## src/rtl/stq_pkg.sv

```systemverilog
`timescale 1ns / 1ps
`default_nettype none
// ----------------------------------------------------------------------------
// stq_pkg: shared types and constants of the sorted timestamp queue
// Command and status codes, word widths and the per-cycle cell control.
// ----------------------------------------------------------------------------
package stq_pkg;

   localparam int DEPTH_DEF = 16;
   localparam int STAMP_W   = 32;
   localparam int CMD_W     = 2;
   localparam int STATUS_W  = 2;
   localparam int FILL_W    = 5;

   localparam logic [CMD_W-1:0] CMD_INSERT = 2'd0;
   localparam logic [CMD_W-1:0] CMD_POP    = 2'd1;
   localparam logic [CMD_W-1:0] CMD_CLEAR  = 2'd2;

   localparam logic [STATUS_W-1:0] ST_DONE  = 2'd0;
   localparam logic [STATUS_W-1:0] ST_FULL  = 2'd1;
   localparam logic [STATUS_W-1:0] ST_EMPTY = 2'd2;

   localparam logic [STAMP_W-1:0] EMPTY_STAMP = {STAMP_W{1'b1}};

   // Broadcast to every cell in the chain for one accepted word.
   typedef struct packed {
      logic                      ins;
      logic                      pop;
      logic                      clr;
      logic signed [STAMP_W-1:0] stamp;
   } stq_ctl_type;

endpackage
`default_nettype wire

```

## src/rtl/stq_ifs.sv

```systemverilog
`timescale 1ns / 1ps
`default_nettype none
// ----------------------------------------------------------------------------
// stq_ifs: valid/ready channels of the sorted timestamp queue
// Request channel carries a command word, response channel a result word.
// ----------------------------------------------------------------------------
interface stq_req_if;
   logic                                 valid;
   logic                                 ready;
   logic [stq_pkg::CMD_W-1:0]            command;
   logic signed [stq_pkg::STAMP_W-1:0]   stamp_in;

   modport source (output valid, output command, output stamp_in, input ready);
   modport sink   (input valid, input command, input stamp_in, output ready);
endinterface

interface stq_rsp_if;
   logic                                 valid;
   logic                                 ready;
   logic [stq_pkg::STATUS_W-1:0]         status;
   logic signed [stq_pkg::STAMP_W-1:0]   stamp_out;
   logic [stq_pkg::FILL_W-1:0]           fill_count;

   modport source (output valid, output status, output stamp_out, output fill_count,
                   input ready);
   modport sink   (input valid, input status, input stamp_out, input fill_count,
                   output ready);
endinterface
`default_nettype wire

```

## src/rtl/stq_cell.sv

```systemverilog
`timescale 1ns / 1ps
`default_nettype none
// ----------------------------------------------------------------------------
// stq_cell: one slot of the sorted chain
// Holds one stamp and its valid bit; inserts, shifts up or shifts down.
// ----------------------------------------------------------------------------
module stq_cell (
   input  wire                                clock,
   input  wire                                reset,
   input  wire stq_pkg::stq_ctl_type          ctl,
   input  wire                                left_flag,
   input  wire logic [stq_pkg::STAMP_W-1:0]   left_slot,
   input  wire                                left_valid,
   input  wire logic [stq_pkg::STAMP_W-1:0]   right_slot,
   input  wire                                right_valid,
   output logic                               flag,
   output logic [stq_pkg::STAMP_W-1:0]        slot,
   output logic                               valid
);

   logic [stq_pkg::STAMP_W-1:0] slot_ff, slot_in;
   logic                        valid_ff, valid_in;

   // Flag marks a cell the new stamp goes in front of (free, or strictly larger).
   assign flag  = !valid_ff || (ctl.stamp < $signed(slot_ff));
   assign slot  = slot_ff;
   assign valid = valid_ff;

   always_comb begin
      slot_in  = slot_ff;
      valid_in = valid_ff;
      priority if (ctl.clr) begin
         slot_in  = stq_pkg::EMPTY_STAMP;
         valid_in = 1'b0;
      end else if (ctl.ins) begin
         if (left_flag) begin
            slot_in  = left_slot;
            valid_in = left_valid;
         end else if (flag) begin
            slot_in  = ctl.stamp;
            valid_in = 1'b1;
         end
      end else if (ctl.pop) begin
         slot_in  = right_slot;
         valid_in = right_valid;
      end else begin
         // idle cycle: hold the slot
         slot_in  = slot_ff;
         valid_in = valid_ff;
      end
   end

   always_ff @(posedge clock) begin
      if (reset) begin
         slot_ff  <= stq_pkg::EMPTY_STAMP;
         valid_ff <= 1'b0;
      end else begin
         slot_ff  <= slot_in;
         valid_ff <= valid_in;
      end
   end

endmodule
`default_nettype wire

```

## src/rtl/sorted_timestamp_queue.sv

```systemverilog
`timescale 1ns / 1ps
`default_nettype none
// A response word is registered and appears in the cycle after its request word is accepted.
// Throughput: one request word per cycle while the response side takes its words; every
//   cell compares and shifts in the same cycle, and the response register frees itself when the word is taken.
// Reset (synchronous): every slot returns to -1, the queue is empty, the
//   response register holds nothing. No clearing pass is needed.
// ----------------------------------------------------------------------------
// sorted_timestamp_queue: bounded min-priority queue of signed timestamps
// A row of DEPTH cells keeps the stamps in ascending order; insert drops the
// new stamp after every equal or smaller entry, pop takes the head.
// ----------------------------------------------------------------------------
module sorted_timestamp_queue #(
   parameter int DEPTH = stq_pkg::DEPTH_DEF
) (
   input  wire        clock,
   input  wire        reset,
   stq_req_if.sink    req_chan,
   stq_rsp_if.source  rsp_chan
);

   localparam int CNT_W = $clog2(DEPTH + 1);

   // Cell outputs, each read at its own fixed neighbor position.
   logic                        cell_flag  [DEPTH];
   logic [stq_pkg::STAMP_W-1:0] cell_slot  [DEPTH];
   logic                        cell_valid [DEPTH];

   logic [CNT_W-1:0] count_ff, count_in;

   logic                           rsp_valid_ff;
   logic [stq_pkg::STATUS_W-1:0]   rsp_status_ff, rsp_status_in;
   logic [stq_pkg::STAMP_W-1:0]    rsp_stamp_ff, rsp_stamp_in;
   logic [stq_pkg::FILL_W-1:0]     rsp_fill_ff;
   logic [CNT_W+stq_pkg::FILL_W-1:0] fill_ext;

   logic               accept;
   logic               full;
   logic               empty;
   stq_pkg::stq_ctl_type ctl;

   // Take a new word whenever the response register is free or being drained.
   assign req_chan.ready = !rsp_valid_ff || rsp_chan.ready;
   assign accept         = req_chan.valid && req_chan.ready;

   // The chain fills from the head, so the tail and head valid bits tell it all.
   assign full  = cell_valid[DEPTH-1];
   assign empty = !cell_valid[0];

   always_comb begin
      ctl           = '0;
      ctl.stamp     = req_chan.stamp_in;
      count_in      = count_ff;
      rsp_status_in = stq_pkg::ST_DONE;
      rsp_stamp_in  = '0;
      if (accept) begin
         unique case (req_chan.command)
            stq_pkg::CMD_INSERT: begin
               if (full) begin
                  rsp_status_in = stq_pkg::ST_FULL;
               end else begin
                  ctl.ins  = 1'b1;
                  count_in = count_ff + 1'b1;
               end
            end
            stq_pkg::CMD_POP: begin
               if (empty) begin
                  rsp_status_in = stq_pkg::ST_EMPTY;
               end else begin
                  ctl.pop      = 1'b1;
                  rsp_stamp_in = cell_slot[0];
                  count_in     = count_ff - 1'b1;
               end
            end
            stq_pkg::CMD_CLEAR: begin
               ctl.clr  = 1'b1;
               count_in = '0;
            end
            default: begin
               // unused command: leave the queue alone, report the count
            end
         endcase
      end
   end

   // Build the chain: each cell sees its lower neighbor for insert shifts and
   // its upper neighbor for pop shifts; the ends see an empty slot.
   for (genvar i = 0; i < DEPTH; i++) begin : g_cell
      logic                        l_flag, l_valid, r_valid;
      logic [stq_pkg::STAMP_W-1:0] l_slot, r_slot;

      if (i == 0) begin : g_head
         assign l_flag  = 1'b0;
         assign l_slot  = stq_pkg::EMPTY_STAMP;
         assign l_valid = 1'b0;
      end else begin : g_body
         assign l_flag  = cell_flag[i-1];
         assign l_slot  = cell_slot[i-1];
         assign l_valid = cell_valid[i-1];
      end

      if (i == DEPTH - 1) begin : g_tail
         assign r_slot  = stq_pkg::EMPTY_STAMP;
         assign r_valid = 1'b0;
      end else begin : g_mid
         assign r_slot  = cell_slot[i+1];
         assign r_valid = cell_valid[i+1];
      end

      stq_cell u_cell (
         .clock       (clock),
         .reset       (reset),
         .ctl         (ctl),
         .left_flag   (l_flag),
         .left_slot   (l_slot),
         .left_valid  (l_valid),
         .right_slot  (r_slot),
         .right_valid (r_valid),
         .flag        (cell_flag[i]),
         .slot        (cell_slot[i]),
         .valid       (cell_valid[i])
      );
   end

   // Report the count masked to the field width.
   assign fill_ext = {{stq_pkg::FILL_W{1'b0}}, count_in};

   always_ff @(posedge clock) begin
      if (reset) begin
         count_ff     <= '0;
         rsp_valid_ff <= 1'b0;
      end else begin
         count_ff <= count_in;
         if (accept) begin
            rsp_valid_ff <= 1'b1;
         end else if (rsp_chan.ready) begin
            rsp_valid_ff <= 1'b0;
         end
      end
   end

   // Hold the payload until the next accepted word replaces it.
   always_ff @(posedge clock) begin
      if (accept) begin
         rsp_status_ff <= rsp_status_in;
         rsp_stamp_ff  <= rsp_stamp_in;
         rsp_fill_ff   <= fill_ext[stq_pkg::FILL_W-1:0];
      end
   end

   assign rsp_chan.valid      = rsp_valid_ff;
   assign rsp_chan.status     = rsp_status_ff;
   assign rsp_chan.stamp_out  = rsp_stamp_ff;
   assign rsp_chan.fill_count = rsp_fill_ff;

endmodule
`default_nettype wire

```

## src/flat_wrapper.sv

```systemverilog
// flat-port wrapper written by rule: the top's interface ports become plain ports
module sorted_timestamp_queue_flat 
#(
   parameter int DEPTH = stq_pkg::DEPTH_DEF
)
  (clock, reset, req_chan_valid, req_chan_command, req_chan_stamp_in, req_chan_ready, rsp_chan_valid, rsp_chan_status, rsp_chan_stamp_out, rsp_chan_fill_count, rsp_chan_ready);
  stq_req_if req_chan_i ();
  stq_rsp_if rsp_chan_i ();
  input  wire clock;
  input  wire reset;
  input wire logic [$bits(req_chan_i.valid)-1:0] req_chan_valid;
  input wire logic [$bits(req_chan_i.command)-1:0] req_chan_command;
  input wire logic [$bits(req_chan_i.stamp_in)-1:0] req_chan_stamp_in;
  output wire logic [$bits(req_chan_i.ready)-1:0] req_chan_ready;
  output wire logic [$bits(rsp_chan_i.valid)-1:0] rsp_chan_valid;
  output wire logic [$bits(rsp_chan_i.status)-1:0] rsp_chan_status;
  output wire logic [$bits(rsp_chan_i.stamp_out)-1:0] rsp_chan_stamp_out;
  output wire logic [$bits(rsp_chan_i.fill_count)-1:0] rsp_chan_fill_count;
  input wire logic [$bits(rsp_chan_i.ready)-1:0] rsp_chan_ready;
  assign req_chan_i.valid = req_chan_valid;
  assign req_chan_i.command = req_chan_command;
  assign req_chan_i.stamp_in = req_chan_stamp_in;
  assign req_chan_ready = req_chan_i.ready;
  assign rsp_chan_valid = rsp_chan_i.valid;
  assign rsp_chan_status = rsp_chan_i.status;
  assign rsp_chan_stamp_out = rsp_chan_i.stamp_out;
  assign rsp_chan_fill_count = rsp_chan_i.fill_count;
  assign rsp_chan_i.ready = rsp_chan_ready;
  sorted_timestamp_queue #(.DEPTH(DEPTH)) u_core (.clock(clock), .reset(reset), .req_chan(req_chan_i), .rsp_chan(rsp_chan_i));
endmodule
```

## config.mk

```make
export PLATFORM = sky130hd
export DESIGN_NAME = sorted_timestamp_queue_flat
export DESIGN_NICKNAME = d
export VERILOG_FILES = /design/src/rtl/stq_pkg.sv /design/src/rtl/stq_ifs.sv /design/src/rtl/stq_cell.sv /design/src/rtl/sorted_timestamp_queue.sv /design/src/flat_wrapper.sv
export SDC_FILE = /design/constraint.sdc
export NUM_CORES = 2
export LEC_CHECK = 0
export BUFFER_PORTS_ARGS = -buffer_cell sky130_fd_sc_hd__buf_2
export CAP_MARGIN = 15
export CORE_ASPECT_RATIO = 0.8
export CORE_MARGIN = 2
export CORE_UTILIZATION = 63
export DETAILED_ROUTE_END_ITERATION = 7
export PLACE_DENSITY = 0.82
export SLEW_MARGIN = 20
export SYNTH_ARGS = -nofsm -noshare
export SYNTH_HDL_FRONTEND = slang
export SYNTH_SLANG_ARGS = --single-unit
export TNS_END_PERCENT = 1
```

## constraint.sdc

```tcl
create_clock -name clock -period 4.5 [get_ports clock]
set_clock_uncertainty 0.1 [all_clocks]
set_input_delay 0.225 -clock clock [delete_from_list [all_inputs] [get_ports clock]]
set_output_delay 0.225 -clock clock [all_outputs]
set_load 0.03 [all_outputs]
```

# Yosys cells after proc, flatten, opt, wreduce, memory -nomap -nowiden
# Index checks and enable logic that the tools add are counted.
dict set report classes {
  n_addsub 2
  n_lt_le_gt_ge 16
  n_eq_ne 18
  mux 141
  reduce_logical 56
}
# cell count
set ops {}
lappend ops {{2-to-1 mux 32 bit} 63}
lappend ops {{less-than comparator 32 bit} 16}
lappend ops {{2-to-1 mux 1 bit} 71}
lappend ops {{!= test 3 bit, second input constant} 15}
lappend ops {{AND reduction 2 bit} 17}
lappend ops {{logical NOT 1 bit} 17}
lappend ops {{logical OR 1 bit} 17}
lappend ops {{2-to-1 mux 5 bit} 3}
lappend ops {{case mux 5 bit (3 select lines)} 1}
lappend ops {{adder 5 x 1 -> 5 bit, second input constant} 1}
lappend ops {{subtractor 5 x 1 -> 5 bit, second input constant} 1}
lappend ops {{case mux 2 bit (2 select lines)} 1}
lappend ops {{nonzero test 2 bit} 2}
lappend ops {{2-to-1 mux 3 bit} 1}
lappend ops {{== test 2 x 1 -> 1 bit, second input constant} 1}
lappend ops {{== test 2 bit, second input constant} 1}
lappend ops {{logical NOT 2 bit} 1}
lappend ops {{2-to-1 mux 2 bit} 1}
lappend ops {{!= test 2 bit, second input constant} 1}
lappend ops {{OR reduction 2 bit} 1}
lappend ops {{logical AND 1 bit} 1}
dict set report word_totals {
  register_bits 573
  inputBits 38
  out_inout_bits 41
}

# Logic depth before layout (Yosys ltp)
dict set report depth {
  ltp_word 6
  mapped_depth 14
}

# Cells and area by module
# A second synthesis with hierarchy kept.
dict set report hier_totals {
  cells_unflattened 5575
  area_unflattened_um2 46378.2
}
# mod instances cells_per_inst area_each_um2 seq_area_each_um2
set modules_own_cells {}
lappend modules_own_cells {stq_cell 16 339 2777.7 660.6}
lappend modules_own_cells {sorted_timestamp_queue 1 151 1935.6 1291.2}

# Worst setup path after synthesis
# No wires, ideal clock.
dict set report synth_timing {
  path_kind {register to register}
  startpoint {register u_core.rsp_valid_ff (netlist: u_core.rsp_chan.valid)}
  endpoint {register u_core.g_cell[8].u_cell.slot_ff (netlist bit u_core.g_cell[8].u_cell.slot[1])}
  arrival_ns 4.018
  required_time_ns 4.294
  slack_ns 0.276
  path_stages_with_launch 11
  path_buffers 4
  synth_period_minus_slack_ns 4.224
  cell_sequence {dfxtp_1 -> nand2b_1 -> nand2_1 -> clkinv_1 -> nand4_1 -> clkbuf_1 -> clkbuf_1 -> clkbuf_1 -> buf_1 -> o221ai_1 -> o311ai_0}
}
dict set report synth_via {
  elab_chain_cells 6
  word_cells_on_any_way 9
}
# item line_no
set synth_rtl {}
lappend synth_rtl {{from (decl)} sorted_timestamp_queue.sv:31} ;# logic rsp_valid_ff;
lappend synth_rtl {{from (signal assigned)} sorted_timestamp_queue.sv:131} ;# rsp_valid_ff <= 1'b0;
lappend synth_rtl {{from (signal assigned)} sorted_timestamp_queue.sv:135} ;# rsp_valid_ff <= 1'b1;
lappend synth_rtl {{from (signal assigned)} sorted_timestamp_queue.sv:137} ;# rsp_valid_ff <= 1'b0;
lappend synth_rtl {{logical NOT 1 bit (*)} sorted_timestamp_queue.sv:43} ;# assign req_chan.ready = !rsp_valid_ff || rsp_chan.ready;
lappend synth_rtl {{logical OR 1 bit (*)} sorted_timestamp_queue.sv:43}
lappend synth_rtl {{via req_chan_ready} flat_wrapper.sv:14} ;# output wire logic [$bits(req_chan_i.ready)-1:0] req_chan_ready;
lappend synth_rtl {{logical AND 1 bit (*)} sorted_timestamp_queue.sv:44} ;# assign accept = req_chan.valid && req_chan.ready;
lappend synth_rtl {{via u_core.accept} sorted_timestamp_queue.sv:37} ;# logic accept;
lappend synth_rtl {{2-to-1 mux 3 bit (*)} sorted_timestamp_queue.sv:56} ;# if (accept) begin
lappend synth_rtl {{!= test 3 bit (no line) / nonzero test 2 bit (equally long branches)} -}
lappend synth_rtl {{AND reduction 2 bit (no line)} -}
lappend synth_rtl {{to (signal assigned)} stq_cell.sv:55} ;# slot_ff <= stq_pkg::EMPTY_STAMP;
lappend synth_rtl {{to (signal assigned)} stq_cell.sv:58} ;# slot_ff <= slot_in;
lappend synth_rtl {{to (decl)} stq_cell.sv:21} ;# logic [stq_pkg::STAMP_W-1:0] slot_ff, slot_in;
# Mark *: on every way through the listed nets, which the timed path passes. The rest lies on a longest branch.
# A chain may end at the register's enable or synchronous reset.

# Worst setup path in the final report
dict set report layout_timing {
  startpoint {register u_core.g_cell[3].u_cell.slot_ff (netlist bit u_core.g_cell[3].u_cell.slot[13])}
  endpoint {register u_core.g_cell[4].u_cell.slot_ff (netlist bit u_core.g_cell[4].u_cell.slot[2])}
}
dict set report layout_via {
  elab_chain_cells 4
  word_cells_on_any_way 6
}
# item line_no
set layout_rtl {}
lappend layout_rtl {{from (decl)} stq_cell.sv:21}
lappend layout_rtl {{from (signal assigned)} stq_cell.sv:55}
lappend layout_rtl {{from (signal assigned)} stq_cell.sv:58}
lappend layout_rtl {{less-than comparator 32 bit (*)} stq_cell.sv:25} ;# assign flag = !valid_ff || (ctl.stamp < $signed(slot_ff));
lappend layout_rtl {{logical OR 1 bit (*)} stq_cell.sv:25}
lappend layout_rtl {{!= test 3 bit (no line) / 2-to-1 mux 32 bit (equally long branches)} -}
lappend layout_rtl {{AND reduction 2 bit (no line) / 2-to-1 mux 32 bit (equally long branches)} -}
lappend layout_rtl {{to (signal assigned)} stq_cell.sv:55}
lappend layout_rtl {{to (signal assigned)} stq_cell.sv:58}
lappend layout_rtl {{to (decl)} stq_cell.sv:21}
# Mark *: on every way between the ends. The rest lies on a longest branch, timed or not.

==> flow_results.org <==
** Outcome
- Run status :: complete, no violations

** Drt
- In this run, the number of DRC markers left after iteration 0 of detailed routing was roughly 4600.
- The pre-antenna-repair detailed-routing pass consisted of 7 iterations.
- Overall via count from detail_route :: 40300
- Via density per instance :: just under 7
- Once detail routing completed, the nets flagged for antenna violations numbered 0.
- Total detailed-routing wirelength :: approximately 120000 um
- Routed length per placed instance :: roughly 20 um
- Final routed DRC violation total :: 0

** Yosys
- The synthesized netlist devotes about 14% of its cell area to adder and majority cells.
- By instance count, the leading cell after synthesis is dfxtp_1.
- Most used flip-flop cell after synthesis :: dfxtp_1
- Leading area contributor after synthesis :: dfxtp_1
- Fraction of synthesis flops using an asynchronous set or reset pin :: 0%
- Net count after synthesis :: ~5700
- Synthesized instance count :: 5145
- Yosys mapped a number of flops with a built-in enable equal to 39.
- By area, the combinational part of the netlist is dominated by compound AO/OA/AOI/OAI gates.
- Cell types with the largest area share after synthesis :: dfxtp_1 25%, ha_1 14%, mux2i_1 5.6%
- Netlist cell types :: slightly below 70
- Summing the areas of all compound-gate instances in the mapped netlist gives 28.0% of the synthesized area.
- Simple-gate share of the synthesized area :: about an eighth
- By count the netlist is led by 534 x dfxtp_1, 516 x nand2_1, 488 x inv_1.
- Total standard cell area after synthesis :: 42000 um^2
- Sequential cell area fraction in the yosys report :: between 20% and 30%
- After synthesis, the largest area contributor takes up between 20% and 30% of total cell area.
- Total of flip-flops plus latches after synthesis :: around 570
- A synthesized cell averages about 8.2 um^2.
- Number of warnings printed during yosys synthesis :: 0
- Share of synthesized area spent on multiplexers :: 8.62%
- XOR/XNOR share of the synthesized area :: 0.0417%

** Critical path
- In this run the worst path has a maximum fanout of 23.
- The critical path in this run is classified as register to register.
- At the worst endpoint, the arrival time is 4.64 ns.
- At the worst endpoint, the required time is 4.93 ns.
- Worst reg-to-reg path cell count :: 11
- STA classifies the critical path startpoint as a register.
- CP Capture Type :: register
- The most numerous cell type found on the critical path is a21o_1.
- For this run, the slowest stage of the critical path takes about 0.89 ns.
- Traced cell by cell, the critical path runs through inv_1, ha_1, a21o_1, a21o_1, a2111oi_0, a21boi_0, nor3_2, buf_4, mux2i_1, a211oi_1, a211o_1.
- On the critical path, the stage with the largest delay is an instance of a2111oi_0.

** Worst hold path
- Worst min-delay path class :: primary input to register
- Instance count along the most critical hold path :: 3

** Final layout
- Share of post-route cells with drive strength above 1 :: about a tenth
- The filler cells instantiated in the layout total 5173.
- 0 antenna diodes ended up in the layout.
- Area delta synth->final :: 8.59%
- The finished cells cover 45600 um^2.
- Summing all multi-input logic gate instances after layout gives 26800 um^2.
- Registers take about 12000 um^2.
- Layout net count :: roughly 5500

** Clock network
- Root buf cell :: clkbuf_16
- The number of setup buffers added after CTS is 0.
- CTS tree :: yes
- Clock-pin slew was measured on the worst setup and hold paths at ~0.07 ns.
- The number of gates resized after CTS was 0.
- Clock latency on the worst-skew pair, taken at its later pin, is between 0.6 and 0.7 ns.
- Clock H-tree levels :: 2
- Buffers inserted during clock tree synthesis total just over 60.
- # clock sinks :: between 500 and 600
- The clock passes through at most 3 buffers.

** Global route
- The first global-routing pass estimated just under 200000 um of wire.
- Entering global routing, the biggest net connects 167 pins.
- For this run the aggregate overflow at the end of global routing stands at 0.
- The initial antenna violation count is 0.
- Number of global-route vias before repair :: about 38000
- GRT Resource Usage Total :: 33.8%

** Power and ir drop
- Leakage power :: roughly 23 nW
- Dividing total power by cell area gives a power density of roughly 290 nW/um^2.
- Peak supply drop :: ~0.00032 V

** STA
- The worst path in the final design needs a cycle of about 4.2 ns, including I/O delays and setup.
- Setup repair after global routing left no endpoint under its margin.
- Count of endpoints failing setup in the final report :: 0
- Number of max-slew violations in the final report :: 0
- The worst path uses roughly 94% of the clock period.
- After routing, the total negative slack on setup checks comes to 0 ns.
- Slew @ Worst Pin :: 1.19 ns
- Tightest slew margin relative to the limit :: approximately a fifth
- Static timing analysis puts the maximum clock frequency at roughly 240 MHz.
- The hold violation total from the final report is 0.

** Floorplan
- The total area inside the core boundary comes to ~66000 um^2.
- In this run the count of I/O pins placed on the die edge is 79.
- Horizontal die dimension :: about 290 um
- The initial utilization of the core area, before any placement, comes to around 64%.
- The floorplan step set the die height to ~230 um.
- The die covers 68800 um^2.
- In this run the core area contains 84 standard-cell rows.

** Place
- At the end of routability-driven placement, the weighted congestion stood at 0.940.
- Post-Place Cell Area :: 43600 um^2
- Input and output buffers added on the ports amount to 78.
- Detailed placement HPWL :: 83900 um

** Job
- Max capacitance violation total :: 0
[cell usage in the layout, fill, tap and decap left out, types with 89 or more instances in the layout]
cell type    n
a211o_1    256
a221oi_1   147
a21oi_1    310
mux2_2     112
inv_1      488
mux2i_1    225
dfxtp_1    534
nand2_1    515
buf_4      146
nor2_1     411
a211oi_1    89
o21ai_0    173
ha_1       467
[layer usage]
layer	track usage (%)	vias to the layer above	part of all wire [%]
li1	-	18700	-
met5	0	-	0
met1	48.9	19400	45
met2	52.2	1888	44
met4	10.6	0	2.5
met3	4.37	211	8.8
[critical path, delay by kind of cell (launching register included)]
| kind | cells | cell delay, ns |
|---|---|---|
| adders and majority gates | 1 | 0.29 |
| DFF | 1 | 0.39 |
| buffers and inverters | 2 | 0.53 |
| and+or+nand+nor | 1 | 0.46 |
| muxes | 1 | 0.27 |
| AOI/OAI and AO/OA | 6 | 2.04 |
[flip-flops by register name, summed over array words and instances (netlist names)]
signal	count
u_core.rsp_chan.valid	1
u_core.count_ff	5
u_core.rsp_chan.fill_count	5
u_core.g_cell.u_cell.slot	512
u_core.g_cell.u_cell.valid	16
u_core.rsp_chan.stamp_out	32
u_core.rsp_chan.status	2
[worst paths after layout]
path                                                       start                                             end  slack (ns)
hold reg to reg   u_core.g_cell[15].u_cell.slot[28]$_SDFFE_PP1P_  u_core.g_cell[15].u_cell.slot[28]$_SDFFE_PP1P_        0.39
setup / recovery   u_core.g_cell[3].u_cell.slot[13]$_SDFFE_PP1P_    u_core.g_cell[4].u_cell.slot[2]$_SDFFE_PP1P_        0.29
hold / removal                             req_chan_stamp_in[26]   u_core.g_cell[2].u_cell.slot[26]$_SDFFE_PP1P_        0.07
setup reg to reg   u_core.g_cell[3].u_cell.slot[13]$_SDFFE_PP1P_    u_core.g_cell[4].u_cell.slot[2]$_SDFFE_PP1P_        0.29
[logic make-up (layout without fill, tap and decap cells)]
group | count (synthesis) | in the layout
compound gates | 1591 | 1591
xor+xnor | 2 | 2
fa+ha+maj | 467 | 467
buf+inv | 920 | 859
flops | 573 | 573
mux | 347 | 347
simple gates | 1245 | 1245
[through the flow]
| step | setup slack, ns | total power, mW | hold WS (ns) | std cells | utilization [%] |
|---|---|---|---|---|---|
| after global routing | 0.115 | 13.7 | 0.0855 | 5944 | 69.2 |
| after global placement | 0.347 | 7.95 | 0.364 | 5824 | 66.1 |
| after CTS | 0.464 | 13.1 | 0.0289 | 5944 | 69.2 |
| after floorplan | 0.276 | 7.29 | 0.194 | 5145 | - |
| after detailed placement | 0.309 | 8.05 | 0.375 | 5824 | 66.1 |
| final | 0.290 | 13.2 | 0.0707 | 5944 | 69.2 |
[report_power, final]
part	switching [mW]	total (mW)	internal [mW]
clock	2.26	5.17	2.91
combinational	1.48	2.40	0.925
sequential	0.242	5.63	5.39
total	3.98	13.2	9.22
[final cells by class]
type	count	share of cell area [%]
Clock buffer	89	3.91
Multi-Input combinational cell	3652	58.8
Clock inverter	25	0.444
Timing Repair Buffer	255	4.49
Inverter	490	4.03
Tap cell	860	2.36
Sequential cell	573	26.0
[what timing repair did]
action | in CTS | in global routing
setup endpoints to repair | 0 | 0
hold buffers | 6 | 0
endpoints found under the hold margin | 10 | 0
Power figures use the tool's default switching activity.
